===== config.mk =====
export PLATFORM = sky130hd
export DESIGN_NAME = artu_merge
export DESIGN_NICKNAME = d
export VERILOG_FILES = /design/src/sv/artu_pkg.sv /design/src/sv/artu_merge.sv
export VERILOG_INCLUDE_DIRS = /design/src /design/src/sv
export SDC_FILE = /design/constraint.sdc
export NUM_CORES = 1
export LEC_CHECK = 0
export ABC_AREA = 1
export CORE_MARGIN = 1.5
export CORE_UTILIZATION = 35
export CTS_CLUSTER_SIZE = 12
export DETAILED_ROUTE_END_ITERATION = 8
export DONT_BUFFER_PORTS = 1
export HOLD_SLACK_MARGIN = 0.06
export PLACE_DENSITY_LB_ADDON = 0.3
export SLEW_MARGIN = 20
export SYNTH_ARGS = -nofsm -noshare
export SYNTH_HDL_FRONTEND = slang
export SYNTH_SLANG_ARGS = --single-unit

===== constraint.sdc =====
create_clock -name i_clk -period 6.6 [get_ports i_clk]
set_input_delay 0.33 -clock i_clk [delete_from_list [all_inputs] [get_ports i_clk]]
set_output_delay 0.33 -clock i_clk [all_outputs]
set_load 0.05 [all_outputs]

===== src/sv/assert_macros.svh =====
// Assertion macros included by the merge stage RTL
`ifndef ASSERT_MACROS_SVH
`define ASSERT_MACROS_SVH
`ifndef SYNTHESIS
`define ASSERT_IMPL(label, clk, rst_n, prop) \
    label: assert property (@(posedge clk) disable iff (!rst_n) prop) else $error("%m failed");
`define ASSERT_KNOWN(label, clk, rst_n, sig) \
    label: assert property (@(posedge clk) disable iff (!rst_n) !$isunknown(sig)) else $error("%m unknown");
`else
`define ASSERT_IMPL(label, clk, rst_n, prop)
`define ASSERT_KNOWN(label, clk, rst_n, sig)
`endif
`endif


===== src/sv/artu_pkg.sv =====
// Package: types, command codes and GF(2^8) helpers for the round transform unit
`default_nettype none
package artu_pkg;
    typedef enum logic [2:0] {
        CMD_SUB       = 3'd0,
        CMD_SHIFT     = 3'd1,
        CMD_MIX       = 3'd2,
        CMD_INV_SUB   = 3'd3,
        CMD_INV_SHIFT = 3'd4,
        CMD_INV_MIX   = 3'd5
    } t_cmd;

    localparam int unsigned NumLanes = 4;

    typedef struct packed {
        logic [2:0]  command;
        logic [63:0] state_hi;
        logic [63:0] state_lo;
    } t_in_beat;

    typedef struct packed {
        logic [63:0] result_hi;
        logic [63:0] result_lo;
    } t_out_beat;

    // multiply by x modulo 0x11B
    function automatic logic [7:0] xtime(input logic [7:0] a);
        xtime = {a[6:0], 1'b0} ^ (a[7] ? 8'h1B : 8'h00);
    endfunction

    function automatic logic [7:0] gf_mul(input logic [7:0] a, input logic [7:0] b);
        logic [7:0] acc;
        logic [7:0] x;
        acc = 8'h00;
        x = a;
        for (int i = 0; i < 8; i++) begin
            if (b[i]) acc = acc ^ x;
            x = xtime(x);
        end
        gf_mul = acc;
    endfunction

    // forward S-box table
    function automatic logic [7:0] sbox(input logic [7:0] v);
        logic [7:0] t [256];
        t = '{
8'h63,8'h7c,8'h77,8'h7b,8'hf2,8'h6b,8'h6f,8'hc5,8'h30,8'h01,8'h67,8'h2b,8'hfe,8'hd7,8'hab,8'h76,
8'hca,8'h82,8'hc9,8'h7d,8'hfa,8'h59,8'h47,8'hf0,8'had,8'hd4,8'ha2,8'haf,8'h9c,8'ha4,8'h72,8'hc0,
8'hb7,8'hfd,8'h93,8'h26,8'h36,8'h3f,8'hf7,8'hcc,8'h34,8'ha5,8'he5,8'hf1,8'h71,8'hd8,8'h31,8'h15,
8'h04,8'hc7,8'h23,8'hc3,8'h18,8'h96,8'h05,8'h9a,8'h07,8'h12,8'h80,8'he2,8'heb,8'h27,8'hb2,8'h75,
8'h09,8'h83,8'h2c,8'h1a,8'h1b,8'h6e,8'h5a,8'ha0,8'h52,8'h3b,8'hd6,8'hb3,8'h29,8'he3,8'h2f,8'h84,
8'h53,8'hd1,8'h00,8'hed,8'h20,8'hfc,8'hb1,8'h5b,8'h6a,8'hcb,8'hbe,8'h39,8'h4a,8'h4c,8'h58,8'hcf,
8'hd0,8'hef,8'haa,8'hfb,8'h43,8'h4d,8'h33,8'h85,8'h45,8'hf9,8'h02,8'h7f,8'h50,8'h3c,8'h9f,8'ha8,
8'h51,8'ha3,8'h40,8'h8f,8'h92,8'h9d,8'h38,8'hf5,8'hbc,8'hb6,8'hda,8'h21,8'h10,8'hff,8'hf3,8'hd2,
8'hcd,8'h0c,8'h13,8'hec,8'h5f,8'h97,8'h44,8'h17,8'hc4,8'ha7,8'h7e,8'h3d,8'h64,8'h5d,8'h19,8'h73,
8'h60,8'h81,8'h4f,8'hdc,8'h22,8'h2a,8'h90,8'h88,8'h46,8'hee,8'hb8,8'h14,8'hde,8'h5e,8'h0b,8'hdb,
8'he0,8'h32,8'h3a,8'h0a,8'h49,8'h06,8'h24,8'h5c,8'hc2,8'hd3,8'hac,8'h62,8'h91,8'h95,8'he4,8'h79,
8'he7,8'hc8,8'h37,8'h6d,8'h8d,8'hd5,8'h4e,8'ha9,8'h6c,8'h56,8'hf4,8'hea,8'h65,8'h7a,8'hae,8'h08,
8'hba,8'h78,8'h25,8'h2e,8'h1c,8'ha6,8'hb4,8'hc6,8'he8,8'hdd,8'h74,8'h1f,8'h4b,8'hbd,8'h8b,8'h8a,
8'h70,8'h3e,8'hb5,8'h66,8'h48,8'h03,8'hf6,8'h0e,8'h61,8'h35,8'h57,8'hb9,8'h86,8'hc1,8'h1d,8'h9e,
8'he1,8'hf8,8'h98,8'h11,8'h69,8'hd9,8'h8e,8'h94,8'h9b,8'h1e,8'h87,8'he9,8'hce,8'h55,8'h28,8'hdf,
8'h8c,8'ha1,8'h89,8'h0d,8'hbf,8'he6,8'h42,8'h68,8'h41,8'h99,8'h2d,8'h0f,8'hb0,8'h54,8'hbb,8'h16};
        sbox = t[v];
    endfunction

    // inverse S-box table
    function automatic logic [7:0] inv_sbox(input logic [7:0] v);
        logic [7:0] t [256];
        t = '{
8'h52,8'h09,8'h6a,8'hd5,8'h30,8'h36,8'ha5,8'h38,8'hbf,8'h40,8'ha3,8'h9e,8'h81,8'hf3,8'hd7,8'hfb,
8'h7c,8'he3,8'h39,8'h82,8'h9b,8'h2f,8'hff,8'h87,8'h34,8'h8e,8'h43,8'h44,8'hc4,8'hde,8'he9,8'hcb,
8'h54,8'h7b,8'h94,8'h32,8'ha6,8'hc2,8'h23,8'h3d,8'hee,8'h4c,8'h95,8'h0b,8'h42,8'hfa,8'hc3,8'h4e,
8'h08,8'h2e,8'ha1,8'h66,8'h28,8'hd9,8'h24,8'hb2,8'h76,8'h5b,8'ha2,8'h49,8'h6d,8'h8b,8'hd1,8'h25,
8'h72,8'hf8,8'hf6,8'h64,8'h86,8'h68,8'h98,8'h16,8'hd4,8'ha4,8'h5c,8'hcc,8'h5d,8'h65,8'hb6,8'h92,
8'h6c,8'h70,8'h48,8'h50,8'hfd,8'hed,8'hb9,8'hda,8'h5e,8'h15,8'h46,8'h57,8'ha7,8'h8d,8'h9d,8'h84,
8'h90,8'hd8,8'hab,8'h00,8'h8c,8'hbc,8'hd3,8'h0a,8'hf7,8'he4,8'h58,8'h05,8'hb8,8'hb3,8'h45,8'h06,
8'hd0,8'h2c,8'h1e,8'h8f,8'hca,8'h3f,8'h0f,8'h02,8'hc1,8'haf,8'hbd,8'h03,8'h01,8'h13,8'h8a,8'h6b,
8'h3a,8'h91,8'h11,8'h41,8'h4f,8'h67,8'hdc,8'hea,8'h97,8'hf2,8'hcf,8'hce,8'hf0,8'hb4,8'he6,8'h73,
8'h96,8'hac,8'h74,8'h22,8'he7,8'had,8'h35,8'h85,8'he2,8'hf9,8'h37,8'he8,8'h1c,8'h75,8'hdf,8'h6e,
8'h47,8'hf1,8'h1a,8'h71,8'h1d,8'h29,8'hc5,8'h89,8'h6f,8'hb7,8'h62,8'h0e,8'haa,8'h18,8'hbe,8'h1b,
8'hfc,8'h56,8'h3e,8'h4b,8'hc6,8'hd2,8'h79,8'h20,8'h9a,8'hdb,8'hc0,8'hfe,8'h78,8'hcd,8'h5a,8'hf4,
8'h1f,8'hdd,8'ha8,8'h33,8'h88,8'h07,8'hc7,8'h31,8'hb1,8'h12,8'h10,8'h59,8'h27,8'h80,8'hec,8'h5f,
8'h60,8'h51,8'h7f,8'ha9,8'h19,8'hb5,8'h4a,8'h0d,8'h2d,8'he5,8'h7a,8'h9f,8'h93,8'hc9,8'h9c,8'hef,
8'ha0,8'he0,8'h3b,8'h4d,8'hae,8'h2a,8'hf5,8'hb0,8'hc8,8'heb,8'hbb,8'h3c,8'h83,8'h53,8'h99,8'h61,
8'h17,8'h2b,8'h04,8'h7e,8'hba,8'h77,8'hd6,8'h26,8'he1,8'h69,8'h14,8'h63,8'h55,8'h21,8'h0c,8'h7d};
        inv_sbox = t[v];
    endfunction
endpackage
`default_nettype wire


===== src/sv/artu_merge.sv =====
// Merge stage: row shifts on the input state, result select and output register with skid
`default_nettype none
`include "assert_macros.svh"
module artu_merge
    import artu_pkg::*;
(
    input  wire logic       i_clk,
    input  wire logic       i_rst_n,
    input  wire logic       i_valid,
    output logic            o_stall,
    input  wire t_cmd       i_cmd,
    input  wire logic [127:0] i_lanes,
    input  wire logic [127:0] i_state,
    output logic            o_valid,
    input  wire logic       i_stall,
    output t_out_beat       o_data
);
    logic [127:0] n_shift;
    logic [127:0] n_res;
    logic         r_valid;
    t_out_beat    r_data;
    logic         r_skid_valid;
    t_out_beat    r_skid;

    // row rotation across columns
    always_comb begin
        for (int r = 0; r < 4; r++)
            for (int c = 0; c < 4; c++) begin
                if (i_cmd == CMD_INV_SHIFT)
                    n_shift[8*(r+4*c) +: 8] = i_state[8*(r+4*((c+4-r)%4)) +: 8];
                else
                    n_shift[8*(r+4*c) +: 8] = i_state[8*(r+4*((c+r)%4)) +: 8];
            end
    end

    // pick result source
    always_comb begin
        case (i_cmd)
            CMD_SHIFT, CMD_INV_SHIFT: n_res = n_shift;
            default:                  n_res = i_lanes;
        endcase
    end

    assign o_stall = r_skid_valid;
    assign o_valid = r_valid;
    assign o_data  = r_data;

    // output register and skid beat
    always_ff @(posedge i_clk) begin
        if (!i_rst_n) begin
            r_valid      <= 1'b0;
            r_skid_valid <= 1'b0;
        end else begin
            if (!r_valid || !i_stall) begin
                if (r_skid_valid) begin
                    r_valid      <= 1'b1;
                    r_data       <= r_skid;
                    r_skid_valid <= 1'b0;
                end else begin
                    r_valid <= i_valid;
                    if (i_valid) r_data <= t_out_beat'(n_res);
                end
            end else if (i_valid && !r_skid_valid) begin
                r_skid_valid <= 1'b1;
                r_skid       <= t_out_beat'(n_res);
            end
        end
    end

    `ASSERT_IMPL(a_skid_needs_out, i_clk, i_rst_n, r_skid_valid |-> r_valid)
    `ASSERT_IMPL(a_hold_stalled, i_clk, i_rst_n, (r_valid && i_stall) |=> (r_valid && $stable(r_data)))
    `ASSERT_IMPL(a_skid_drains, i_clk, i_rst_n, (r_skid_valid && !i_stall) |=> !r_skid_valid)
endmodule
`default_nettype wire


; Word-level counts from Yosys, hierarchy flattened
; Cells that the tools add are included.
; W data, S select, Z words.
[totals]
ff_bits = 258
wordCells = 32
in_bits = 263
output_inout_bits = 130
[op_classes]
n_reduce_logical = 10
mux = 12
n_eq_ne = 2
bitwise = 2
[op_table]
columns = op, n
row1 = $mux W128, 3
row2 = $mux W8, 8
row3 = $reduce_and A3 Y1, 2
row4 = $reduce_or A2 Y1, 2
row5 = $eq A3 B1 Y1 const B, 1
row6 = $eq A3 B3 Y1 const B, 1
row7 = $logic_not A1 Y1, 3
row8 = $not A1 Y1, 2
row9 = $reduce_bool A2 Y1, 1
row10 = $logic_and A1 B1 Y1, 1
row11 = $logic_or A1 B1 Y1, 1
row12 = $mux W1, 1

; Depth between registers and ports, before layout
; Gate-level depths: netlist (run 1).
[depth]
depth_word = 5
depth_mapped = 8
mapped_depth_nobuf = 6

; Worst setup path after synthesis (run 1)
; Ideal clock, no wire load.
[synth_timing]
kind = reg-to-reg
from = reg r_skid_valid (netlist: o_stall)
to = reg r_data (netlist bit o_data[0]), enable pin
slack_ps = -272
n_path_buf = 0
arrival_ps = 6254
setup_time_ps = 617
required_time_ps = 5983
period_less_slack_ps = 6872
path_stages_with_launch = 3
cell_sequence = dfxtp_1 > o21ai_0 > nor2_1
[synth_via]
elab_chain_len = 2
[synth_lines]
columns = element, line_no
row1 = "start, declared", artu_merge.sv:22  ; logic r_skid_valid;
row2 = "start signal, assigned", artu_merge.sv:52  ; r_skid_valid <= 1'b0;
row3 = "start signal, assigned", artu_merge.sv:58  ; r_skid_valid <= 1'b0;
row4 = "start signal, assigned", artu_merge.sv:64  ; r_skid_valid <= 1'b1;
row5 = $reduce_bool A2 Y1 (no source line), --
row6 = $reduce_and A3 Y1 (no source line), --
row7 = "end signal, assigned", artu_merge.sv:57  ; r_data <= r_skid;
row8 = "end signal, assigned", artu_merge.sv:61  ; if (i_valid) r_data <= t_out_beat'(n_res);
row9 = "end, declared", artu_merge.sv:21  ; t_out_beat r_data;
; Every way passes these cells.
; A chain may end at the register's enable or synchronous reset.

; Final worst setup path (run 1)
[layout_timing]
from = in i_cmd[0]
to = reg r_skid[86] (netlist name), data pin
[layout_via]
elab_chain_len = 3
word_cells_on_any_way = 4
classes_between = 2 x eq/ne / 1 x mux / 1 x reduce/logical
[layout_lines]
columns = element, line_no
row1 = "start, declared", artu_merge.sv:11  ; input wire t_cmd i_cmd,
row2 = $eq A3 B3 Y1 or $eq A3 B1 Y1 (tied branches), artu_merge.sv:38  ; case (i_cmd)
row3 = $reduce_or A2 Y1 *, artu_merge.sv:38
row4 = $mux W128 *, artu_merge.sv:38
row5 = via n_res[86], artu_merge.sv:19  ; logic [127:0] n_res;
row6 = "end signal, assigned", artu_merge.sv:65  ; r_skid <= t_out_beat'(n_res);
row7 = "end, declared", artu_merge.sv:23  ; t_out_beat r_skid;
; The timed path passes the listed nets; every way through them passes the cells marked *.

==> flow_summary.json, run 1 <==
{
  "irDropWorstVdd_mv": 0.198,
  "outcome": "finished clean",
  "maxSlewViolCount": 0,
  "holdPathEnd": "r_skid[103]$_DFFE_PP_",
  "overflow": 0,
  "die_w_um": 195,
  "min_path_type": "input port to flop",
  "h-tree-depth": 1,
  "cts_buffers": 31,
  "core_area_mm2": 0.0365,
  "ios": 393,
  "regArea_mm2": 0.00773,
  "synth_nets": 1587,
  "multiInputGateArea_mm2": 0.00457,
  "root_buffer": "clkbuf_16",
  "netlist_instances": 1324,
  "clock_skew_ns": 0.0137,
  "max_slew.worst_pin.slew_ns": 1.08,
  "synth_ff_type": "edfxtp_1",
  "grt_usage": 0.206,
  "cts_tree": "done",
  "synth_simple_gate_area_frac": 0.350,
  "worstPathRequired_ns": 6.90,
  "syn_area_per_cell_um2": 9.79,
  "final_area_mm2": 0.0153,
  "synth-adder-area-share": 0,
  "vias": 9752,
  "drt-wirelength-per-cell_um": 21.3,
  "num_rows": 70,
  "place_congestion": 0.851,
  "pwr_density_cell_mw_per_mm2": 274,
  "hold_viol": 0,
  "path_cells": "nor2_4 -> buf_4 -> nand2_4 -> nand2_4 -> buf_4 -> nand2_1 -> and2_1 -> dlygate4sd3_1",
  "synthTopCellsByCount": "nand2_1, edfxtp_1, nand3_1, nand3b_1, and2_1",
  "yosysTopAreaCell": "edfxtp_1",
  "setup_violations": 0,
  "synth_mux_area_frac": 0,
  "postRouteAntennaNets": 0,
  "fill_cells": 3501,
  "end_kind": "flop",
  "dr.pass1.iters": 5,
  "synth_seq_cells": 258,
  "period_minus_slack_ns": 3.71,
  "layout.nets": 1641,
  "cpMaxStageDelayCell": "nand2_4",
  "dpl.hpwl_um": 25200,
  "synth_top_family_by_area": "simple AND/OR/NAND/NOR gates",
  "synth.most_common_cell": "nand2_1",
  "drt_iter0_drc": 642,
  "yosysSeqAreaShare": 0.596,
  "period_share": 0.562,
  "max_freq_ghz": 0.270,
  "critPathMaxFanout": 65,
  "clockBufferDepth": 3,
  "start_util": 0.355,
  "layout-drive-gt1-share": 0.0443,
  "whs_ns": 0.0878,
  "syn2layout_area_growth_pct": 17.7,
  "r2r_setup_slack_ns": 3.15,
  "ys_warn_count": 0,
  "max-cap-violations": 0,
  "startpoint_type": "input port",
  "r2r_cells": 4,
  "hp-start": "i_lanes[103]",
  "grt_pass1_vias": 9619,
  "routed_via_density": 5.21,
  "portBuffers": 0,
  "routed_wl_um": 39900,
  "grt_max_degree": 87,
  "yosysTopAreaCellShare": 0.593,
  "cts.clk_slew.worst_paths_ns": 0.06,
  "synth.distinct_cells": 13,
  "cts.sinks": 258,
  "yosys-top-cells-area": "edfxtp_1, nand2_1, nand3_1",
  "slew_headroom": 0.281,
  "final_util": 0.418,
  "clock_latency_ns": 0.56,
  "dieArea_mm2": 0.0382,
  "r2r-end": "o_data[68]$_DFFE_PP_",
  "synthArstFlopShare": 0,
  "r2r-start": "o_stall$_SDFFE_PP0P_",
  "p_leak_nw": 5.81,
  "dieHeight_um": 195,
  "crit_type": "input port to flop",
  "rsz0062_at_grt": "no",
  "synth_edf_count": 256,
  "slowest_delay_ns": 0.77,
  "hold_depth": 2,
  "grt_pass1_wl_um": 60200,
  "arrival_ns": 4.01,
  "place_area_mm2": 0.0133,
  "antenna_found_initial": 11,
  "synth-compound-area-share": 0.000386,
  "drc_errors": 0,
  "cts_resized": 0,
  "tns_ns": 0,
  "netlist_area_mm2": 0.0130,
  "synth_xor_area_frac": 0
}
==> worst max-delay path: cells and delay by family <==
family                 cells  cell delay [ns]
buffers and inverters      3             1.88
and+or+nand+nor            5             1.73
==> logic make-up (layout without fill, tap and decap cells) <==
| logic type | Yosys count | count (layout) |
|---|---|---|
| buf+inv | 158 | 235 |
| simple gates | 907 | 907 |
| compound gates | 1 | 1 |
| other cells | 0 | 4 |
| flops | 258 | 258 |
==> layer usage <==
layer,vias up,track usage,share of wire
li1,4611,-,-
met1,4574,0.278,0.43
met2,476,0.314,0.44
met3,81,0.0663,0.094
met4,10,0.0637,0.032
met5,-,0,0.0019
==> sequential cells by signal, indices dropped and copies added (netlist names) <==
| name | flops |
|---|---|
| o_stall | 1 |
| r_skid | 128 |
| o_valid | 1 |
| o_data | 128 |
==> layout make-up <==
| type | instances | area share |
|---|---|---|
| multi-input cells | 908 | 0.300 |
| clock inverters | 10 | 0.00820 |
| inverters | 67 | 0.0167 |
| well taps | 468 | 0.0384 |
| flip-flops and latches | 258 | 0.507 |
| diodes | 4 | 0.000656 |
| clock buffers | 46 | 0.0572 |
| repair buffers | 112 | 0.0722 |
==> power breakdown <==
part	switching (mW)	internal, mW	total, mW	leakage (nW)
combinational	0.234	0.172	0.406	2.96
clock	0.668	1.02	1.69	0.487
sequential	0.186	1.90	2.09	2.36
==> placed cells by master, fill, tap and decap left out, types with 2 or more instances in the layout <==
cell,instances
clkinv_1,3
clkinv_2,3
edfxtp_1,256
bufinv_16,3
dlygate4sd3_1,99
diode_2,4
nand3b_1,129
clkbuf_1,11
and2_1,128
inv_1,66
nand3_1,256
clkbuf_16,31
buf_4,12
nor2_4,3
nand2_4,2
nand2_1,388
clkbuf_8,4
==> metrics by stage <==
stage	std cells	total power [mW]	worst slack [ns]
after global routing	1870	4.35	2.71
after CTS	1869	4.24	3.01
after detailed placement	1714	2.48	2.71
after floorplan	1324	2.39	1.88
final	1873	4.19	2.89
after global placement	1714	2.47	2.73
==> repair_timing <==
action | CTS | global route
hold buffers | 99 | 0
setup buffers | 0 | 0
hold endpoints to repair | 105 | 0
==> how the worst max path moves through the flow <==
stage / startpoint / endpoint / slack, ns / cells past startpoint
2_1_floorplan: o_stall$_SDFFE_PP0P_ / o_data[0]$_DFFE_PP_ / 1.88 / 2
3_3_place_gp: i_cmd[0] / r_skid[43]$_DFFE_PP_ / 2.73 / 7
3_5_place_dp: i_cmd[0] / r_skid[43]$_DFFE_PP_ / 2.71 / 7
4_1_cts: i_cmd[0] / r_skid[86]$_DFFE_PP_ / 3.01 / 8
5_1_grt: i_cmd[0] / r_skid[86]$_DFFE_PP_ / 2.71 / 8
6_report: i_cmd[0] / r_skid[86]$_DFFE_PP_ / 2.89 / 8
Note: power is estimated with default switching activity, not from simulation.
==> run 2: changes to the inputs <==
- clock period: 6.6 -> 3.05 ns (I/O delays scaled with it)
==> flow_summary.json, run 2 <==
{
  "outcome": "did not finish",
  "stop_stage": "clock tree synthesis (4_1_cts)",
  "firstError": "[ERROR RSZ-0060] Max buffer count reached.",
  "synth_seq_cells": 258,
  "ys_warn_count": 0,
  "yosysSeqAreaShare": 0.596,
  "ios": 393,
  "cts_buffers": 30,
  "yosysTopAreaCell": "edfxtp_1",
  "ctsHoldBuffers": 355,
  "syn_area_per_cell_um2": 9.79,
  "dpl.hpwl_um": 24600,
  "synth.distinct_cells": 13,
  "post_cts_buffers": 0,
  "root_buffer": "clkbuf_16",
  "netlist_instances": 1324,
  "cts_resized": 0,
  "netlist_area_mm2": 0.0130,
  "num_rows": 70,
  "synth_ff_type": "edfxtp_1",
  "portBuffers": 0,
  "cts.sinks": 258,
  "synth_edf_count": 256,
  "die_w_um": 195,
  "yosys-top-cells-area": "edfxtp_1, nand2_1, nand3_1",
  "synth_nets": 1587,
  "synthArstFlopShare": 0,
  "clockBufferDepth": 3,
  "synthTopCellsByCount": "nand2_1, edfxtp_1, nand3_1, nand3b_1, and2_1",
  "place_congestion": 0.836,
  "synth.most_common_cell": "nand2_1",
  "dieHeight_um": 195,
  "h-tree-depth": 1,
  "start_util": 0.355,
  "yosysTopAreaCellShare": 0.593
}
[run 2: cell families after synthesis]
group / after synthesis / synth area share
AOI/OAI and AO/OA: 1 / 0.000386
buffers and inverters: 158 / 0.0536
DFF: 258 / 0.596
and+or+nand+nor: 907 / 0.350
[run 2: per-stage QoR]
| stage | std cells | setup slack [ns] | utilization | hold slack, ns | instance area, µm² |
|---|---|---|---|---|---|
| 3_5_place_dp | 1717 | 0.977 | 0.365 | 0.336 | 13300 |
| 3_3_place_gp | 1717 | 0.991 | 0.365 | 0.339 | 13300 |
| 2_1_floorplan | 1324 | 0.0224 | - | 0.313 | 13000 |
==> run 3: changes to the inputs <==
- CORE_UTILIZATION: 35 -> 20
- CTS_CLUSTER_SIZE: 12 -> unset
- HOLD_SLACK_MARGIN: 0.06 -> unset
- PLACE_DENSITY_LB_ADDON: 0.3 -> 0.15
- clock period: 3.05 -> 4 ns (I/O delays scaled with it)
==> flow_summary.json, run 3 (synthesis results as in run 1) <==
{
  "grt_pass1_vias": 10500,
  "portBuffers": 0,
  "r2r-start": "o_stall$_SDFFE_PP0P_",
  "period_share": 0.712,
  "start_util": 0.202,
  "place_area_mm2": 0.0138,
  "final_util": 0.277,
  "max_freq_ghz": 0.351,
  "layout-drive-gt1-share": 0.0414,
  "r2r_cells": 5,
  "slew_headroom": 0.293,
  "crit_type": "flop to flop",
  "core_area_mm2": 0.0642,
  "arrival_ns": 3.14,
  "p_leak_nw": 6.65,
  "cts.sinks": 258,
  "routed_wl_um": 46900,
  "dieHeight_um": 258,
  "crit_start": "o_stall$_SDFFE_PP0P_",
  "endpoint": "o_data[32]$_DFFE_PP_",
  "r2r-end": "o_data[32]$_DFFE_PP_",
  "clock_latency_ns": 0.54,
  "num_rows": 93,
  "postRouteAntennaNets": 0,
  "irDropWorstVdd_mv": 0.228,
  "drt_iter0_drc": 645,
  "startpoint_type": "flop",
  "min_path_type": "input port to flop",
  "layout_common_cells": "nand2_1, dlygate4sd3_1, nand3_1, edfxtp_1, nand3b_1",
  "r2r_setup_slack_ns": 1.15,
  "multiInputGateArea_mm2": 0.00457,
  "tns_ns": 0,
  "place_ws_ns": 1.31,
  "vias": 10300,
  "whs_ns": 0.0237,
  "max-cap-violations": 0,
  "period_minus_slack_ns": 2.85,
  "max_slew.worst_pin.slew_ns": 1.06,
  "place_congestion": 0.792,
  "outcome": "finished clean",
  "pwr_density_cell_mw_per_mm2": 419,
  "layout.nets": 1832,
  "syn2layout_area_growth_pct": 37.3,
  "regArea_mm2": 0.00773,
  "drc_errors": 0,
  "h-tree-depth": 2,
  "die_w_um": 258,
  "dr.pass1.iters": 5,
  "clockBufferDepth": 3,
  "dpl.hpwl_um": 29200,
  "dieArea_mm2": 0.0663,
  "final_common_cell": "nand2_1",
  "setup_violations": 0,
  "post_cts_buffers": 0,
  "cts_buffers": 36,
  "clock_skew_ns": 0.0191,
  "cts.clk_slew.worst_paths_ns": 0.06,
  "routed_via_density": 4.21,
  "grt_usage": 0.137,
  "hold_viol": 0,
  "grt_max_degree": 129,
  "ios": 393,
  "worstPathRequired_ns": 4.29,
  "drt-wirelength-per-cell_um": 19.1,
  "final_area_mm2": 0.0178,
  "overflow": 0,
  "fin_ws_ns": 1.15,
  "end_kind": "flop",
  "grt_pass1_wl_um": 68100,
  "root_buffer": "clkbuf_16",
  "critPathMaxFanout": 84,
  "antenna_found_initial": 1,
  "fill_cells": 6855,
  "maxSlewViolCount": 0,
  "rsz0062_at_grt": "no",
  "cts_tree": "done"
}
==> run 3: final cells by class <==
cell class | count | share of cell area
antenna | 1 | 0.000141
clock buffer | 51 | 0.0538
clock inverter | 14 | 0.00928
inverter | 67 | 0.0143
multi-input combinational | 908 | 0.257
sequential | 258 | 0.435
tap | 855 | 0.0601
timing repair buffer | 298 | 0.171
==> run 3: worst min path at each step <==
stage | slack, ns | from | to | depth (start not counted)
after global routing | 0.02 | i_lanes[126] | r_skid[126]$_DFFE_PP_ | 2
after detailed placement | 0.36 | i_stall | o_stall$_SDFFE_PP0P_ | 2
after CTS | 0.0004 | i_lanes[90] | r_skid[90]$_DFFE_PP_ | 2
final | 0.02 | i_lanes[126] | r_skid[126]$_DFFE_PP_ | 2
after floorplan | 0.35 | i_stall | o_stall$_SDFFE_PP0P_ | 2
after global placement | 0.37 | i_stall | o_stall$_SDFFE_PP0P_ | 2
==> run 3: metrics by stage <==
step           std cells  total power, mW
6_report            2452             7.46
5_1_grt             2452             7.81
4_1_cts             2451             7.62
3_5_place_dp        2102             4.13
3_3_place_gp        2102             4.13
2_1_floorplan       1324             3.94
==> run 3: where the power goes <==
part,internal (mW),switching [mW]
clock,1.87,1.25
sequential,3.14,0.315
combinational,0.450,0.434
==> run 3: repair_timing <==
item | CTS | global route
gates resized for setup | 0 | 0
hold buffers | 284 | 0
hold endpoints to repair | 244 | 0
==> run 3: worst max-delay path: stages, from the launching register on <==
cell	delay [ns]
dfxtp_4	0.90
inv_4	0.45
buf_12	0.38
nand3_1	0.16
dlygate4sd3_1	0.56
nand2_1	0.05
==> run 3: per-layer routing <==
layer  global-route usage  up-vias  wire [µm]
li1                     -     4994          -
met4               0.0421        0       1100
met2                0.226      307      22400
met3               0.0379       55       2980
met5                    0        -          0
met1                0.174     4979      20400
==> run 4: changes to the inputs <==
- clock period: 4 -> 2.5 ns (I/O delays scaled with it)
==> flow_summary.json, run 4 (synthesis results as in run 1) <==
{
  "p_leak_nw": 7.11,
  "max-cap-violations": 0,
  "dieHeight_um": 258,
  "pwr_density_cell_mw_per_mm2": 636,
  "use_met1": 0.189,
  "max_freq_ghz": 0.447,
  "startpoint_type": "input port",
  "grt_pass1_wl_um": 75000,
  "irDropWorstVdd_mv": 0.339,
  "drc_errors": 0,
  "ios": 393,
  "dieArea_mm2": 0.0663,
  "clock_skew_ns": 0.0216,
  "pwr-share-clk": 0.410,
  "routed_wl_um": 49900,
  "num_rows": 93,
  "cts.clk_slew.worst_paths_ns": 0.05,
  "max_slew.worst_pin.slew_ns": 0.822,
  "final_util": 0.297,
  "place_inst": 2104,
  "cts_resized": 0,
  "cts.sinks": 258,
  "tns_ns": 0,
  "period_minus_slack_ns": 2.24,
  "whs_ns": 0.0472,
  "arrival_ns": 2.52,
  "layout_common_cells": "dlygate4sd3_1, nand2_1, nand3_1, edfxtp_1, nand3b_1",
  "fin_ws_ns": 0.263,
  "grt_usage": 0.149,
  "met3_usage": 0.0410,
  "vias": 10900,
  "h-tree-depth": 2,
  "outcome": "finished clean",
  "final_common_cell": "dlygate4sd3_1",
  "drt-wirelength-per-cell_um": 19.4,
  "cts_buffers": 36,
  "slowest_delay_ns": 0.58,
  "setup_violations": 0,
  "final_area_mm2": 0.0191,
  "total_power_mw": 12.1,
  "clock_latency_ns": 0.55,
  "root_buffer": "clkbuf_16",
  "busiest_layer": "met2",
  "portBuffers": 0,
  "fin_cells": 2575,
  "met2_usage": 0.241,
  "maxSlewViolCount": 0,
  "cpMaxStageDelayCell": "dlygate4sd3_1",
  "power_frac_comb": 0.135,
  "core_area_mm2": 0.0642,
  "worstPathRequired_ns": 2.78,
  "routed_via_density": 4.24,
  "hold_viol": 0,
  "postRouteAntennaNets": 0,
  "drt_iter0_drc": 594,
  "end_kind": "flop",
  "grt_pass1_vias": 11600,
  "place_area_mm2": 0.0139,
  "crit_type": "input port to flop",
  "rsz0062_at_grt": "no",
  "dpl.hpwl_um": 29600,
  "place_congestion": 0.772,
  "p_sw_mw": 3.33,
  "grt_max_degree": 130,
  "die_w_um": 258,
  "critPathMaxFanout": 54,
  "start_util": 0.202,
  "clockBufferDepth": 3,
  "layout.nets": 1954,
  "ctsHoldBuffers": 404,
  "slew_headroom": 0.452,
  "post_cts_buffers": 0,
  "power.internal_mw": 8.81,
  "path_cells": "nor2_4 -> nand2_4 -> nand2_4 -> buf_12 -> nand3_1 -> dlygate4sd3_1 -> and2_1 -> dlygate4sd3_1",
  "syn2layout_area_growth_pct": 47.3,
  "layout-drive-gt1-share": 0.0471,
  "period_share": 0.895,
  "cts_tree": "done",
  "seq_power_share": 0.455,
  "overflow": 0,
  "place_ws_ns": 0.596,
  "dr.pass1.iters": 5,
  "sw_frac_of_total": 0.274,
  "min_path_type": "input port to flop",
  "fill_cells": 6790,
  "antenna_found_initial": 3
}
-- run 4: critical path, delay by kind of cell --
kind	cells	cell delay, ns
AND/OR/NAND/NOR	5	0.94
buffers and inverters	3	1.41
-- run 4: area by class of cell --
type                       instances  area (µm²)  area share
antenna                            2        5.00    0.000262
timing repair buffer             420        4310       0.226
sequential                       258        7730       0.405
clock buffer                      40         937      0.0491
inverter                          67         254      0.0133
tap                              855        1070      0.0561
clock inverter                    25         176     0.00925
multi-input combinational        908        4590       0.241
-- run 4: power groups by stage --
stage / Clock, mW / Sequential [mW] / Combinational, mW
2_1_floorplan: 0 / 5.57 / 0.744
3_3_place_gp: 0 / 5.62 / 0.994
3_5_place_dp: 0 / 5.61 / 1.01
4_1_cts: 5.20 / 5.53 / 1.65
5_1_grt: 5.35 / 5.53 / 1.82
6_report: 4.98 / 5.52 / 1.64
-- run 4: layer usage --
metal / routed length (µm) / share of wire
met2: 23100 / 0.46
met3: 3360 / 0.067
met1: 21700 / 0.44
met5: 10 / 0.00020
met4: 1620 / 0.033
-- run 4: final timing paths --
kind | slack [ns] | depth (start not counted) | start | end
max reg2reg | 0.66 | 4 | o_stall$_SDFFE_PP0P_ | o_stall$_SDFFE_PP0P_
min | 0.05 | 4 | i_state[127] | o_data[31]$_DFFE_PP_
min reg2reg | 0.51 | 2 | r_skid[0]$_DFFE_PP_ | o_data[0]$_DFFE_PP_
max | 0.26 | 8 | i_cmd[0] | r_skid[124]$_DFFE_PP_
